===== config.mk =====
export PLATFORM = sky130hd
export DESIGN_NAME = mrp_ram
export DESIGN_NICKNAME = d
export VERILOG_FILES = /design/src/design/mrp_ram.sv
export SDC_FILE = /design/constraint.sdc
export NUM_CORES = 1
export LEC_CHECK = 0
export BUFFER_PORTS_ARGS = -buffer_cell sky130_fd_sc_hd__buf_2
export CAP_MARGIN = 20
export CORE_MARGIN = 3
export CORE_UTILIZATION = 51
export CTS_CLUSTER_DIAMETER = 60
export DETAILED_ROUTE_END_ITERATION = 10
export HOLD_SLACK_MARGIN = 0.08
export PLACE_DENSITY_LB_ADDON = 0.08
export SYNTH_ARGS = -nofsm -noshare
export SYNTH_HDL_FRONTEND = slang
export SYNTH_SLANG_ARGS = --single-unit

===== constraint.sdc =====
create_clock -name clock -period 4.8 [get_ports clock]
set_clock_uncertainty 0.05 [all_clocks]
set_input_delay 0.24 -clock clock [delete_from_list [all_inputs] [get_ports clock]]
set_output_delay 0.24 -clock clock [all_outputs]
set_load 0.02 [all_outputs]

===== src/design/mrp_ram.sv =====
// ----------------------------------------------------------------------------
// mrp_ram
// Simple dual-port RAM, one write and one read port, registered read data.
// ----------------------------------------------------------------------------
`timescale 1ns / 1ps
`default_nettype none

module mrp_ram #(
   parameter int WIDTH = 8,
   parameter int DEPTH = 16
) (
   input  wire logic                                      clock,
   input  wire logic                                      we,
   input  wire logic [(DEPTH > 1 ? $clog2(DEPTH) : 1)-1:0] waddr,
   input  wire logic [WIDTH-1:0]                          wdata,
   input  wire logic                                      re,
   input  wire logic [(DEPTH > 1 ? $clog2(DEPTH) : 1)-1:0] raddr,
   output logic      [WIDTH-1:0]                          rdata
);

   logic [WIDTH-1:0] mem [DEPTH];
   logic [WIDTH-1:0] rdata_ff;

   always_ff @(posedge clock) begin
      if (we) begin
         mem[waddr] <= wdata;
      end
      if (re) begin
         rdata_ff <= mem[raddr];
      end
   end

   assign rdata = rdata_ff;

endmodule

`default_nettype wire


# Yosys cells after proc, flatten, opt, wreduce, memory -nomap -nowiden
# Memories as Yosys holds them, arrays and structs flattened. A register that Yosys moved wholly into a read port is not among the register bits.
# Cells that the tools add are included.
[totals] ramBits=128 mem_count=1 elab_cells=3 ff_bits=0 in_bits=19
[mem_list] memory="mem" depth=16 width=8 rd=1 rd_clocked_by_memory_dff=1 wr=1 line_no="21" source="logic [WIDTH-1:0] mem [DEPTH];"
[classes] mux=2
[ops] cell="2-to-1 mux 1 bit" count=2

# Longest topological paths before layout
# Gate-level depths: netlist (run 1).
[logic_depth] word_depth=2 depth_mapped=5 ltp_nobuf=3

# Least setup slack after synthesis (run 1)
# OpenSTA, ideal clock, no wires.
[synth_path] kind="input to register" start="in waddr[2] (netlist bit)" end="mem mem[0][0] (enable)" t_arrival_ns=1.350 path_buffers=0 slack_ns=3.017 stages=2 setup_ns=0.383 t_required_ns=4.367 cell_sequence="or3b_2 -> nor3_1"
[synth_lines] element="start, declared" line_no="14" source="input wire logic [(DEPTH > 1 ? $clog2(DEPTH) : 1)-1:0] waddr,"
[synth_lines] element="end, declared" line_no="21"
# Straight into the memory's write port.

==> impl_metrics.yaml, run 1 <==
status:
  status: "finished clean"
synth:
  avgSynthCellArea_um2: 22.8
  seq_area_frac_synth_pct: 78.1
  synth_cell_types: 18
  syn_inst: 229
  synth_area_leaders: "edfxtp_1 (78%), mux4_2 (7.8%), mux4_1 (7.0%)"
  synthFlopType: "edfxtp_1"
  yosys_register_bits: 136
  synth_top_area_cell: "edfxtp_1"
  synth_top_area_share_pct: 78.1
  yosys-top-cells-count: "edfxtp_1 (136), mux4_2 (18), a22oi_1 (16)"
  yosysMostFrequentCell: "edfxtp_1"
  synth_edf_count: 136
  synth_nets: 248
  syn-cell-area_mm2: 0.00523
  yosysWarnings: 0
  async_flop_share_pct: 0
clock_tree:
  worstSkewPairLatency_ns: 0.51
  htree_levels: 4
  cts_tree: "done"
  clk_pin_slew_ns: 0.06
  postCtsSetupRepairBufs: 0
  cts_buffers: 17
  cts_root_buffer: "clkbuf_8"
  holdBufCountCts: 9
  cts_sinks: 136
  cts-resized-gates: 0
  clk_path_buf_depth: 2
critical_path:
  path_class: "reg -> reg"
  path_cells: "mux4_2 -> a22oi_1 -> nand2_1"
  critical-path-top-delay-family: "multiplexers"
  critPathMaxFanout: 1
  critPathBufInv: 0
  arrival_ns: 1.77
  required_ns: 5.00
  cp_slowest_cell: "mux4_2"
  slowest_delay_ns: 0.48
  critPathLaunchType: "register"
  worst_setup_path_end_kind: "register"
detailed_routing:
  post_drt_wl_per_cell_um: 22.6
  num_vias: 2421
  drt_iter0_drc: 105
  ant_nets: 0
  viasPerCell: 5.72
  drt_wl_total_mm: 9.58
  firstDrtPassIters: 4
  drc: 0
timing:
  fin_crit_ns: 1.58
  whs_ns: 0.175
  finalSetupViolCount: 0
  fmax_mhz: 635
  tightest_slew_ns: 0.944
  relSlewSlack_pct: 36.8
  setup_tns_ns: 0
  slew_violations: 0
  fin_ws_ns: 3.22
  finalCritPeriodShare_pct: 32.8
  rsz0062_at_grt: "no"
  hold_violations: 0
floorplan:
  die_x_um: 107
  core_area_mm2: 0.00986
  start_util_pct: 53.0
  die_area_mm2: 0.0115
  io_pins: 27
  rows: 36
  die_h_um: 107
placement:
  hpwl_mm: 5.88
  numPortBuffers: 26
  place_worst_setup_slack_ns: 2.27
  placed_area_mm2: 0.00547
  gp_routability_congestion: 0.729
  place_inst: 381
power:
  clkPwrFrac_pct: 47.7
  p_switching_mw: 0.537
  powerDensity_mw_per_mm2: 454
  power_mw: 2.82
  swShare_pct: 19.1
  power_frac_comb_pct: 4.5
  p_seq_share_pct: 47.8
  p_int_mw: 2.28
  ir_drop_v: 0.000226
  p_leak_nw: 2.08
grt:
  grt_pass1_wl_mm: 15.0
  grt.total_usage_pct: 18.6
  grt_pass1_vias: 2558
  overflow: 0
  antenna_found_initial: 0
  grt_start_max_net_pins: 33
final_layout:
  post-route-util_pct: 62.9
  n_antenna_cell: 0
  final_area_mm2: 0.00621
  drive_gt1_share_pct: 27.2
  design.final.nets: 297
  stdcell_count: 423
  fill_cells: 676
  area_delta_synth_final_pct: 18.7
worst_hold_path:
  hp-class: "in -> reg"
run:
  drv_cap: 0
==> path summary, 6_finish.rpt <==
path	start	end	slack (ns)	depth (start not counted)
setup / recovery	mem[3][4]	rdata[4]	3.22	3
hold / removal	waddr[0]	mem[0][0]	0.18	2
setup reg to reg	mem[3][4]	rdata[4]	3.22	3
hold reg to reg	mem[7][3]	rdata[3]	0.70	3
==> state kept, by name, indices dropped and copies added, names as in the netlist <==
name / cells
mem: 128
rdata: 8
==> cell families (layout without fill, tap and decap cells) <==
group                  Yosys count  count (layout)  share of synthesized area (%)
flip-flops                     136             136                           78.1
buffers and inverters           10              71                           1.65
multiplexers                    32              32                           14.8
AND/OR/NAND/NOR                 35              35                           3.14
AO/OA/AOI/OAI                   16              16                           2.30
==> final cells by class <==
type | count | area (µm²) | share of cell area, %
Sequential cell | 136 | 4080 | 65.8
Clock buffer | 17 | 414 | 6.67
Clock inverter | 14 | 205 | 3.31
Timing Repair Buffer | 40 | 274 | 4.42
Tap cell | 133 | 166 | 2.68
Multi-Input combinational cell | 83 | 1060 | 17.1
==> cell usage in the layout (no fill, tap or decap), types with 2 or more instances in the layout <==
cell type,instances
clkbuf_16,16
buf_2,26
nand2_1,9
a22oi_1,16
buf_4,3
nand2b_1,2
nand3b_1,2
clkinv_1,3
dlygate4sd3_1,9
mux4_1,14
mux4_2,18
clkinv_2,2
edfxtp_1,136
clkinv_4,2
nor2_1,13
nor3_1,3
bufinv_16,5
==> power groups by stage <==
| stage | logic, mW | registers (mW) | clock network [mW] |
|---|---|---|---|
| 6_report | 0.128 | 1.35 | 1.34 |
| 5_1_grt | 0.139 | 1.35 | 1.42 |
| 4_1_cts | 0.128 | 1.35 | 1.36 |
| 3_5_place_dp | 0.122 | 1.37 | 0 |
| 3_3_place_gp | 0.121 | 1.37 | 0 |
| 2_1_floorplan | 0.0675 | 1.38 | 0 |
==> metal layers <==
metal	part of all wire [%]	vias to the layer above	global-route usage, %
met2	50	85	28.1
met1	44	1248	26.8
met3	5.6	6	4.58
met4	0.95	0	6.48
met5	0	-	0
li1	-	1082	-
Note: power is estimated with default switching activity, not from simulation.
==> run 2: changes to the inputs <==
clock period = 1.3 ns   (was 4.8 ns; I/O delays follow)
==> impl_metrics.yaml, run 2 (synthesis results as in run 1) <==
status:
  status: "finished with violations"
  violations: "negative setup slack"
critical_path:
  path_class: "reg -> reg"
  critPathLaunchType: "register"
  reg2reg_from: "mem[11][0]"
  critPathBufInv: 0
  critical-path-top-delay-family: "multiplexers"
  cp_slowest_cell: "mux4_2"
  required_ns: 1.51
  arrival_ns: 1.73
  critPathMaxFanout: 1
  worst_setup_path_end_kind: "register"
  crit_path_start: "mem[11][0]"
  path_cells: "mux4_2 -> a22oi_2 -> nand2_1"
  slowest_delay_ns: 0.50
timing:
  fin_ws_ns: -0.223
  hold_violations: 0
  finalCritPeriodShare_pct: 117
  relSlewSlack_pct: 51.9
  finalSetupViolCount: 8
  tightest_slew_ns: 0.720
  slew_violations: 0
  setup_tns_ns: -1.56
  rsz0062_at_grt: "yes"
  fmax_mhz: 656
  fin_crit_ns: 1.52
worst_hold_path:
  hp-class: "in -> reg"
  min_from: "waddr[3]"
final_layout:
  final_area_mm2: 0.00639
  top_register: "mem"
  area_delta_synth_final_pct: 22.3
  n_antenna_cell: 0
  final_cell_mix: "edfxtp_1 (136), buf_4 (33), mux4_2 (32)"
  largest_reg_flops: 128
  fill_cells: 681
  layout_commonest_cell: "edfxtp_1"
  design.final.nets: 330
  drive_gt1_share_pct: 40.4
  stdcell_count: 457
grt:
  overflow: 0
  grt_util_met2_pct: 30.3
  use_met1_pct: 29.4
  grt.total_usage_pct: 20.6
  use_met3_pct: 6.02
  grt_pass1_vias: 2761
  grt_pass1_wl_mm: 16.3
  top_usage_layer: "met2"
  grt_start_max_net_pins: 17
  antenna_found_initial: 0
run:
  drv_cap: 0
power:
  swShare_pct: 20.4
  ir_drop_v: 0.000870
  p_int_mw: 7.91
  clkPwrFrac_pct: 44.2
  p_leak_nw: 2.16
  powerDensity_mw_per_mm2: 1560
  p_switching_mw: 2.03
  power_mw: 9.94
  p_seq_share_pct: 50.0
  power_frac_comb_pct: 5.9
detailed_routing:
  drt_wl_total_mm: 10.5
  viasPerCell: 5.68
  firstDrtPassIters: 4
  drt_iter0_drc: 187
  ant_nets: 0
  num_vias: 2598
  post_drt_wl_per_cell_um: 23.0
  drc: 0
clock_tree:
  postCtsSetupRepairBufs: 0
  worstSkewPairLatency_ns: 0.52
  cts_sinks: 136
  cts_tree: "done"
  clk_path_buf_depth: 2
  cts_buffers: 17
  clk_pin_slew_ns: 0.06
  cts_root_buffer: "clkbuf_8"
  htree_levels: 4
floorplan:
  io_pins: 27
  start_util_pct: 53.0
  core_area_mm2: 0.00986
  die_h_um: 107
  die_x_um: 107
  rows: 36
  die_area_mm2: 0.0115
placement:
  gp_routability_congestion: 0.757
  hpwl_mm: 6.75
  numPortBuffers: 26
  place_inst: 414
  placed_area_mm2: 0.00571
[run 2: cell count changes in the layout (fill, tap and decap cells not counted), moves of 3 or more]
cell       before  now
a22oi_1        16   13
a22oi_2         0    3
buf_4           3   33
bufinv_16       5    2
mux4_1         14    0
mux4_2         18   32
[run 2: worst paths after layout]
kind          endpoint  slack [ns]  depth (start not counted)
max           rdata[0]       -0.22                          3
min reg2reg   rdata[5]        0.72                          3
max reg2reg   rdata[0]       -0.22                          3
min          mem[3][5]        0.16                          4
[run 2: worst min-delay path: stages]
cell,delay (ns)
buf_2,0.08
or3b_2,0.17
nor2_1,0.05
buf_4,0.18
[run 2: per-layer routing]
layer	wire length (µm)	up-vias
li1	-	1140
met1	4890	1373
met2	4990	71
met3	410	14
met4	233	0
met5	0	-
[run 2: through the flow]
step	setup slack, ns	hold slack (ns)	util [%]
finish	-0.223	0.164	64.8
global route	-0.264	0.165	64.8
CTS	-0.217	0.135	64.8
detailed placement	-0.396	0.399	57.9
global placement	-0.382	0.388	57.9
floorplan	-0.0811	0.114	-
[run 2: what timing repair did]
action	in CTS	in global routing
gates resized for setup	4	1
hold buffers	11	0
setup endpoints to repair	8	8
hold endpoints to repair	168	0
cloned	0	0
pin swaps	0	1
[run 2: layout make-up]
class                      count  area, µm²  area share (%)
sequential                   136       4080            63.9
tap                          133        166            2.60
multi-input combinational     83       1040            16.3
clock inverter                13        131            2.06
clock buffer                  19        422            6.60
timing repair buffer          73        548            8.57
[run 2: power by group through the flow]
stage | Sequential (mW) | Combinational [mW] | Clock, mW
after floorplan | 5.08 | 0.273 | 0
after global placement | 5.06 | 0.544 | 0
after detailed placement | 5.06 | 0.554 | 0
after CTS | 4.97 | 0.589 | 4.48
after global routing | 4.97 | 0.631 | 4.71
final | 4.97 | 0.583 | 4.39
