--- src/design/mrp_pkg.sv ---
// ----------------------------------------------------------------------------
// mrp_pkg
// Shared widths, register indexes and defaults for the multi-ring placement core.
// ----------------------------------------------------------------------------
`timescale 1ns / 1ps
`default_nettype none

package mrp_pkg;

   localparam int MAX_SERVERS_DEF = 256;
   localparam int MAX_RINGS_DEF   = 16;
   localparam int MAX_REPLICAS    = 8;
   localparam int RESULT_LIMIT    = 8;
   localparam int REPLICA_CAP     = (MAX_REPLICAS < RESULT_LIMIT) ? MAX_REPLICAS : RESULT_LIMIT;

   localparam int ID_W            = 64;
   localparam int SRV_W           = 8;
   localparam int RSEL_IN_W       = 4;
   localparam int POS_IN_W        = 8;
   localparam int REPL_W          = 4;
   localparam int REPL_NUM_W      = 3;
   localparam int SERVER_COUNT_W  = 9;
   localparam int RING_COUNT_W    = 5;
   localparam int CSR_INDEX_W     = 4;
   localparam int CSR_DATA_W      = 9;
   localparam int ENTRY_W         = ID_W + SRV_W;

   // remainder unit: bits retired per cycle
   localparam int MOD_DIGIT       = 8;

   localparam logic [CSR_INDEX_W-1:0] CSR_SERVER_COUNT = CSR_INDEX_W'(0);
   localparam logic [CSR_INDEX_W-1:0] CSR_RING_COUNT   = CSR_INDEX_W'(1);

   localparam logic CMD_WRITE  = 1'b0;
   localparam logic CMD_LOOKUP = 1'b1;

endpackage

`default_nettype wire

--- src/design/mrp_mod.sv ---
// ----------------------------------------------------------------------------
// mrp_mod
// Iterative 64-bit remainder by a narrow divisor, MOD_DIGIT bits per cycle.
// ----------------------------------------------------------------------------
`timescale 1ns / 1ps
`default_nettype none

module mrp_mod
   import mrp_pkg::*;
#(
   parameter int DIV_W = 5
) (
   input  wire logic             clock,
   input  wire logic             reset,
   input  wire logic             start,
   input  wire logic [ID_W-1:0]  dividend,
   input  wire logic [DIV_W-1:0] divisor,
   output logic                  done,
   output logic      [DIV_W-1:0] rem
);

   localparam int STEPS = ID_W / MOD_DIGIT;
   localparam int CNT_W = (STEPS > 1) ? $clog2(STEPS) : 1;

   logic [ID_W-1:0]  dividend_ff;
   logic [DIV_W-1:0] rem_ff;
   logic [DIV_W-1:0] rem_in;
   logic [CNT_W-1:0] cnt_ff;
   logic             run_ff;
   logic             done_ff;

   always_comb begin
      logic [DIV_W:0] r;
      r = {1'b0, rem_ff};
      for (int i = 0; i < MOD_DIGIT; i++) begin
         r = {r[DIV_W-1:0], dividend_ff[ID_W-1-i]};
         if (r >= {1'b0, divisor}) begin
            r = r - {1'b0, divisor};
         end
      end
      rem_in = r[DIV_W-1:0];
   end

   always_ff @(posedge clock) begin
      if (reset) begin
         run_ff  <= 1'b0;
         done_ff <= 1'b0;
         cnt_ff  <= '0;
      end else if (start) begin
         run_ff  <= 1'b1;
         done_ff <= 1'b0;
         cnt_ff  <= '0;
      end else if (run_ff) begin
         cnt_ff  <= cnt_ff + CNT_W'(1);
         if (cnt_ff == CNT_W'(STEPS - 1)) begin
            run_ff  <= 1'b0;
            done_ff <= 1'b1;
         end
      end else begin
         done_ff <= 1'b0;
      end
   end

   always_ff @(posedge clock) begin
      if (start) begin
         dividend_ff <= dividend;
         rem_ff      <= '0;
      end else if (run_ff) begin
         dividend_ff <= dividend_ff << MOD_DIGIT;
         rem_ff      <= rem_in;
      end
   end

   assign done = done_ff;
   assign rem  = rem_ff;

endmodule

`default_nettype wire

--- config.mk ---
export PLATFORM = sky130hd
export DESIGN_NAME = mrp_mod
export DESIGN_NICKNAME = d
export VERILOG_FILES = /design/src/design/mrp_pkg.sv /design/src/design/mrp_mod.sv
export SDC_FILE = /design/constraint.sdc
export NUM_CORES = 1
export LEC_CHECK = 0
export ABC_AREA = 1
export BUFFER_PORTS_ARGS = -buffer_cell sky130_fd_sc_hd__buf_2
export CORE_ASPECT_RATIO = 1.25
export CORE_MARGIN = 2
export CORE_UTILIZATION = 35
export CTS_CLUSTER_SIZE = 20
export DETAILED_ROUTE_END_ITERATION = 6
export PLACE_DENSITY = 0.53
export REMOVE_ABC_BUFFERS = 1
export SLEW_MARGIN = 20
export SYNTH_ARGS = -nofsm -noshare
export SYNTH_HDL_FRONTEND = slang
export SYNTH_SLANG_ARGS = --single-unit
export TNS_END_PERCENT = 20
--- constraint.sdc ---
create_clock -name clock -period 18 [get_ports clock]
set_input_delay 3.6 -clock clock [delete_from_list [all_inputs] [get_ports clock]]
set_output_delay 3.6 -clock clock [all_outputs]
set_load 0.02 [all_outputs]
### Word-level counts from Yosys, hierarchy flattened

Index checks and enable logic that the tools add are counted.

* register bits after elaboration: 74

* $add $sub $neg: 9
* bitwise logic cells: 1
* equality and inequality tests: 1
* $lt $le $gt $ge: 8
* multiplexer cells: 13
* reductions and logical operators: 3

Operators with widths (number)
* 2-to-1 mux 64 bit: 2
* greater-or-equal comparator 6 x 5 -> 1 bit: 8
* 2-to-1 mux 5 bit: 8
* subtractor 5 bit: 8
* adder 3 x 1 -> 3 bit, second input constant: 1
* equality test 3 bit, second input constant: 1
* 2-to-1 mux 1 bit: 3
* OR reduction 3 bit: 1
* nonzero test 2 bit: 1
* OR reduction 2 bit: 1
* inverter 1 bit: 1

### Logic depth before layout (Yosys ltp)

* depth after elaboration: 16
* gate-level depth with buffers: 80
* mapped depth without buffers: 80

### Worst setup path after synthesis

No wires, ideal clock.

* path kind: input -> register
* from: in divisor[1]
* to: reg rem_ff[1], in the netlist rem[1]
* stages: 72
* buffers on the path: 0
* path slack: 3902 ps
* data arrival time: 14039 ps
* cell sequence: inv_1 -> fa_1 -> inv_1 -> nand2_1 -> inv_1 -> nor2_4 -> nor2_4 -> nand2_1 -> o21ai_0 -> inv_1 -> ha_1 -> nand2_1 -> nand3b_1 -> nor2b_1 -> nand2_1 -> nor2_4 -> nand2_1 -> nand2_1 -> [36 not listed] -> nand2_1 -> o21ai_0 -> nand2_1 -> nand2_1 -> inv_1 -> nand3_4 -> nand2_1 -> nand2_1 -> inv_1 -> fa_1 -> a21oi_1 -> o21ba_2 -> nor2_1 -> a311oi_1 -> nand3_2 -> nand2_1 -> nand3_1 -> nand2_1

* cells in the longest elaborated chain, start to end: 16
* elaborated cells on any way between the ends: 24
* classes of those cells: 8 x add/sub; 8 x order compare; 8 x mux

RTL lines
* start: declaration: RTL line mrp_mod.sv:17 `input wire logic [DIV_W-1:0] divisor,`
* subtractor 5 bit or greater-or-equal comparator 6 x 5 -> 1 bit (tied branches): RTL line mrp_mod.sv:38, mrp_mod.sv:37
* 2-to-1 mux 5 bit: RTL line mrp_mod.sv:37 `if (r >= {1'b0, divisor}) begin`
* subtractor 5 bit or greater-or-equal comparator 6 x 5 -> 1 bit (tied branches): RTL line mrp_mod.sv:38, mrp_mod.sv:37
* 2-to-1 mux 5 bit: RTL line mrp_mod.sv:37
* subtractor 5 bit or greater-or-equal comparator 6 x 5 -> 1 bit (tied branches): RTL line mrp_mod.sv:38, mrp_mod.sv:37
* 2-to-1 mux 5 bit: RTL line mrp_mod.sv:37
* subtractor 5 bit or greater-or-equal comparator 6 x 5 -> 1 bit (tied branches): RTL line mrp_mod.sv:38, mrp_mod.sv:37
* 2-to-1 mux 5 bit: RTL line mrp_mod.sv:37
* greater-or-equal comparator 6 x 5 -> 1 bit or subtractor 5 bit (tied branches): RTL line mrp_mod.sv:37, mrp_mod.sv:38
* 2-to-1 mux 5 bit: RTL line mrp_mod.sv:37
* subtractor 5 bit or greater-or-equal comparator 6 x 5 -> 1 bit (tied branches): RTL line mrp_mod.sv:38, mrp_mod.sv:37
* 2-to-1 mux 5 bit: RTL line mrp_mod.sv:37
* greater-or-equal comparator 6 x 5 -> 1 bit or subtractor 5 bit (tied branches): RTL line mrp_mod.sv:37, mrp_mod.sv:38
* 2-to-1 mux 5 bit: RTL line mrp_mod.sv:37
* subtractor 5 bit or greater-or-equal comparator 6 x 5 -> 1 bit (tied branches): RTL line mrp_mod.sv:38, mrp_mod.sv:37
* 2-to-1 mux 5 bit (*): RTL line mrp_mod.sv:37
* end signal: assignment: RTL line mrp_mod.sv:70 `rem_ff <= rem_in;`
* end: declaration: RTL line mrp_mod.sv:26 `logic [DIV_W-1:0] rem_ff;`

Mark *: on every way between the ends. The rest lies on a longest branch, timed or not.
A chain may end at the register's enable or synchronous reset.

### Worst setup path in the final report

* from: in divisor[1]
* to: reg rem_ff[2], in the netlist rem[2]

Same word-level chain as after synthesis.

==> results by group <==
STA
  • Slew headroom: 39.9%
  • TNS Setup: 0 ps
  • Final clock period utilization by the worst path: 86.4%
  • Final setup viols: 0
  • Least-Margin Pin Slew: roughly 900 ps
  • Final min period: 15,550 ps
  • Max frequency: approximately 64 MHz
  • Max-slew violations: 0
  • Clock Skews: 9.38 ps
  • Unrepaired setup endpoints after global routing: false
  • Final Hold Viols: 0

Floorplanning
  • IO Pins: just under 80
  • Die X: 116 um
  • Area of the die: around 0.017 mm2
  • Initial core utilization: between 30% and 40%
  • Die height: roughly 140 um
  • Row Count: 51
  • Placeable core area: 0.0154 mm2

Place
  • Final HPWL DP: between 9000 and 10,000 um
  • GPL Wtd Cong: 0.944
  • Port Buffers: 77

Synth
  • Post-synthesis register bit count: 74
  • Mapped Cells: 695
  • Sequential cell area fraction in the yosys report: 38.9%
  • Top-count cell post-synth: nand2_1
  • Commonest cells post-synth: 307 x nand2_1, 76 x inv_1, 64 x edfxtp_1
  • Primary FF master, synth: edfxtp_1
  • Number of enable flip-flop cells after synthesis: 64
  • Syn avg cell area: 7.84 um2
  • Top post-synthesis cells by area: edfxtp_1 35%, nand2_1 21%, ha_1 9.6%
  • Top-area cell type share of the netlist area: between 30% and 40%
  • Synthesized cell area: 0.00545 mm2
  • Fraction of registers with async set/reset: 0%
  • Synth area leader: edfxtp_1
  • Yosys cell types: 32
  • Warnings, synthesis: 0

Setup path
  • Crit path kind: primary input to flop
  • Required @ worst endpoint: ~18,000 ps
  • Crit-path slowest cell: a311oi_1
  • CP Launch Point: divisor[1]
  • Worst Path Arrival: 15,830 ps
  • FF-to-FF setup slack: between 5000 and 6000 ps
  • Setup crit end kind: flop
  • Crit Path Max Fanout: 10
  • Reg2reg start: dividend_ff[63]
  • Crit start category: primary input
  • CP dominant cell by count: nand2_1
  • Crit-path max cell delay: 620 ps

Clock tree
  • # resized after CTS: 0
  • Clk_lat worst skew: 340 ps
  • CTS root buffer: clkbuf_16
  • Post-CTS Setup Bufs: 0
  • Bufs on Longest Clock Path: 2
  • Cts bufs inserted: 9
  • CTS tree: done
  • CTS H-tree depth: 3
  • Clock sink count: 74
  • CTS Hold Buffers Added: 0
  • Clk slew on worst S/H paths: 60 ps

Final layout
  • Share of layout cells above drive strength 1: 17.9%
  • Ant. Diodes: 0
  • Net count, final: 894
  • Area added between synthesis and finish: 17.2%

Global routing
  • Initial antenna violation count: 0
  • Largest net degree at the start of global routing: 69
  • Vias in the first global route: about 4,400
  • First-pass GRT wire length: between 20,000 and 25,000 um
  • Gr ovfl total: 0
  • Total track usage: 15.1%

Drt
  • Final wirelength: 12,100 um
  • DR iter-0 viols: 282
  • Final ANT Viol Nets: 0
  • Avg WL per Cell: 12.3 um
  • Drt pass-1 iters: 4
  • Via/cell ratio: 4.60
  • DR DRC count: 0
  • Total number of vias: 4,552

Flow run
  • Total of max-cap violations: 0

Min path
  • Worst Hold Class: flop to flop
  • Hold_sp: cnt_ff[2]

Status
  • Status: finished clean
[sequential cells by signal, indices dropped and copies added, names as in the netlist]
register,cells
dividend_ff,64
rem,5
cnt_ff,3
done,1
run_ff,1
[stage by stage]
stage          worst slack (ps)  std cells  instance area (um2)  util, %  hold slack (ps)
5_1_grt                    1230        989                 6390     41.4              500
2_1_floorplan              3900        682                 5400        -              443
3_3_place_gp               2630        973                 6070     39.3              456
6_report                   2450        989                 6390     41.4              482
3_5_place_dp               2180        973                 6070     39.3              472
4_1_cts                    2500        989                 6390     41.4              486
[area by class of cell]
| class | count | area, um2 |
|---|---|---|
| repair buffers | 79 | 400 |
| well taps | 212 | 265 |
| clock buffers | 11 | 233 |
| clock inverters | 5 | 86.3 |
| inverters | 83 | 312 |
| flip-flops and latches | 74 | 2120 |
| fillers | 1618 | 9050 |
| multi-input cells | 525 | 2970 |
[layer usage]
layer | routed length, um | part of all wire [%] | vias to the layer above | track usage (%)
li1 | - | - | 2371 | -
met1 | 5490 | 45 | 2053 | 18.9
met2 | 5900 | 49 | 111 | 26.0
met3 | 525 | 4.3 | 17 | 2.91
met4 | 207 | 1.7 | 0 | 4.76
met5 | 0 | 0 | - | 0
[cell usage in the layout, fill, tap and decap left out, types with 10 or more instances in the layout]
cell type and instances:
edfxtp_1 64, o21ai_0 14, nand2_1 307, ha_1 42
buf_2 77, inv_1 74, nor2_1 23, xor2_1 14
nand3_1 40, a21oi_1 16, dfxtp_1 10
[final timing paths]
check / cells past startpoint / to
min reg2reg: 2 / cnt_ff[2]
max: 73 / rem[2]
min: 2 / cnt_ff[2]
max reg2reg: 74 / rem[2]
[cell families (layout without fill, tap and decap cells)]
kind of cell / after synthesis / after routing / synth area share (%)
buffers and inverters: 96 / 178 / 6.61
flip-flops: 74 / 74 / 38.9
AND/OR/NAND/NOR: 414 / 414 / 34.3
XOR/XNOR: 23 / 23 / 3.70
adder cells (fa/ha/maj): 50 / 50 / 12.6
AO/OA/AOI/OAI: 38 / 38 / 3.88
[worst max-delay path: cells and delay by family]
family          cells  cell delay (ps)
fa+ha+maj           8             3330
buf+inv            14             1540
compound gates     11             3020
simple gates       40             4350
Power is not shown: default switching activity piles up to over one toggle a cycle in this logic, so the estimate is an artifact.
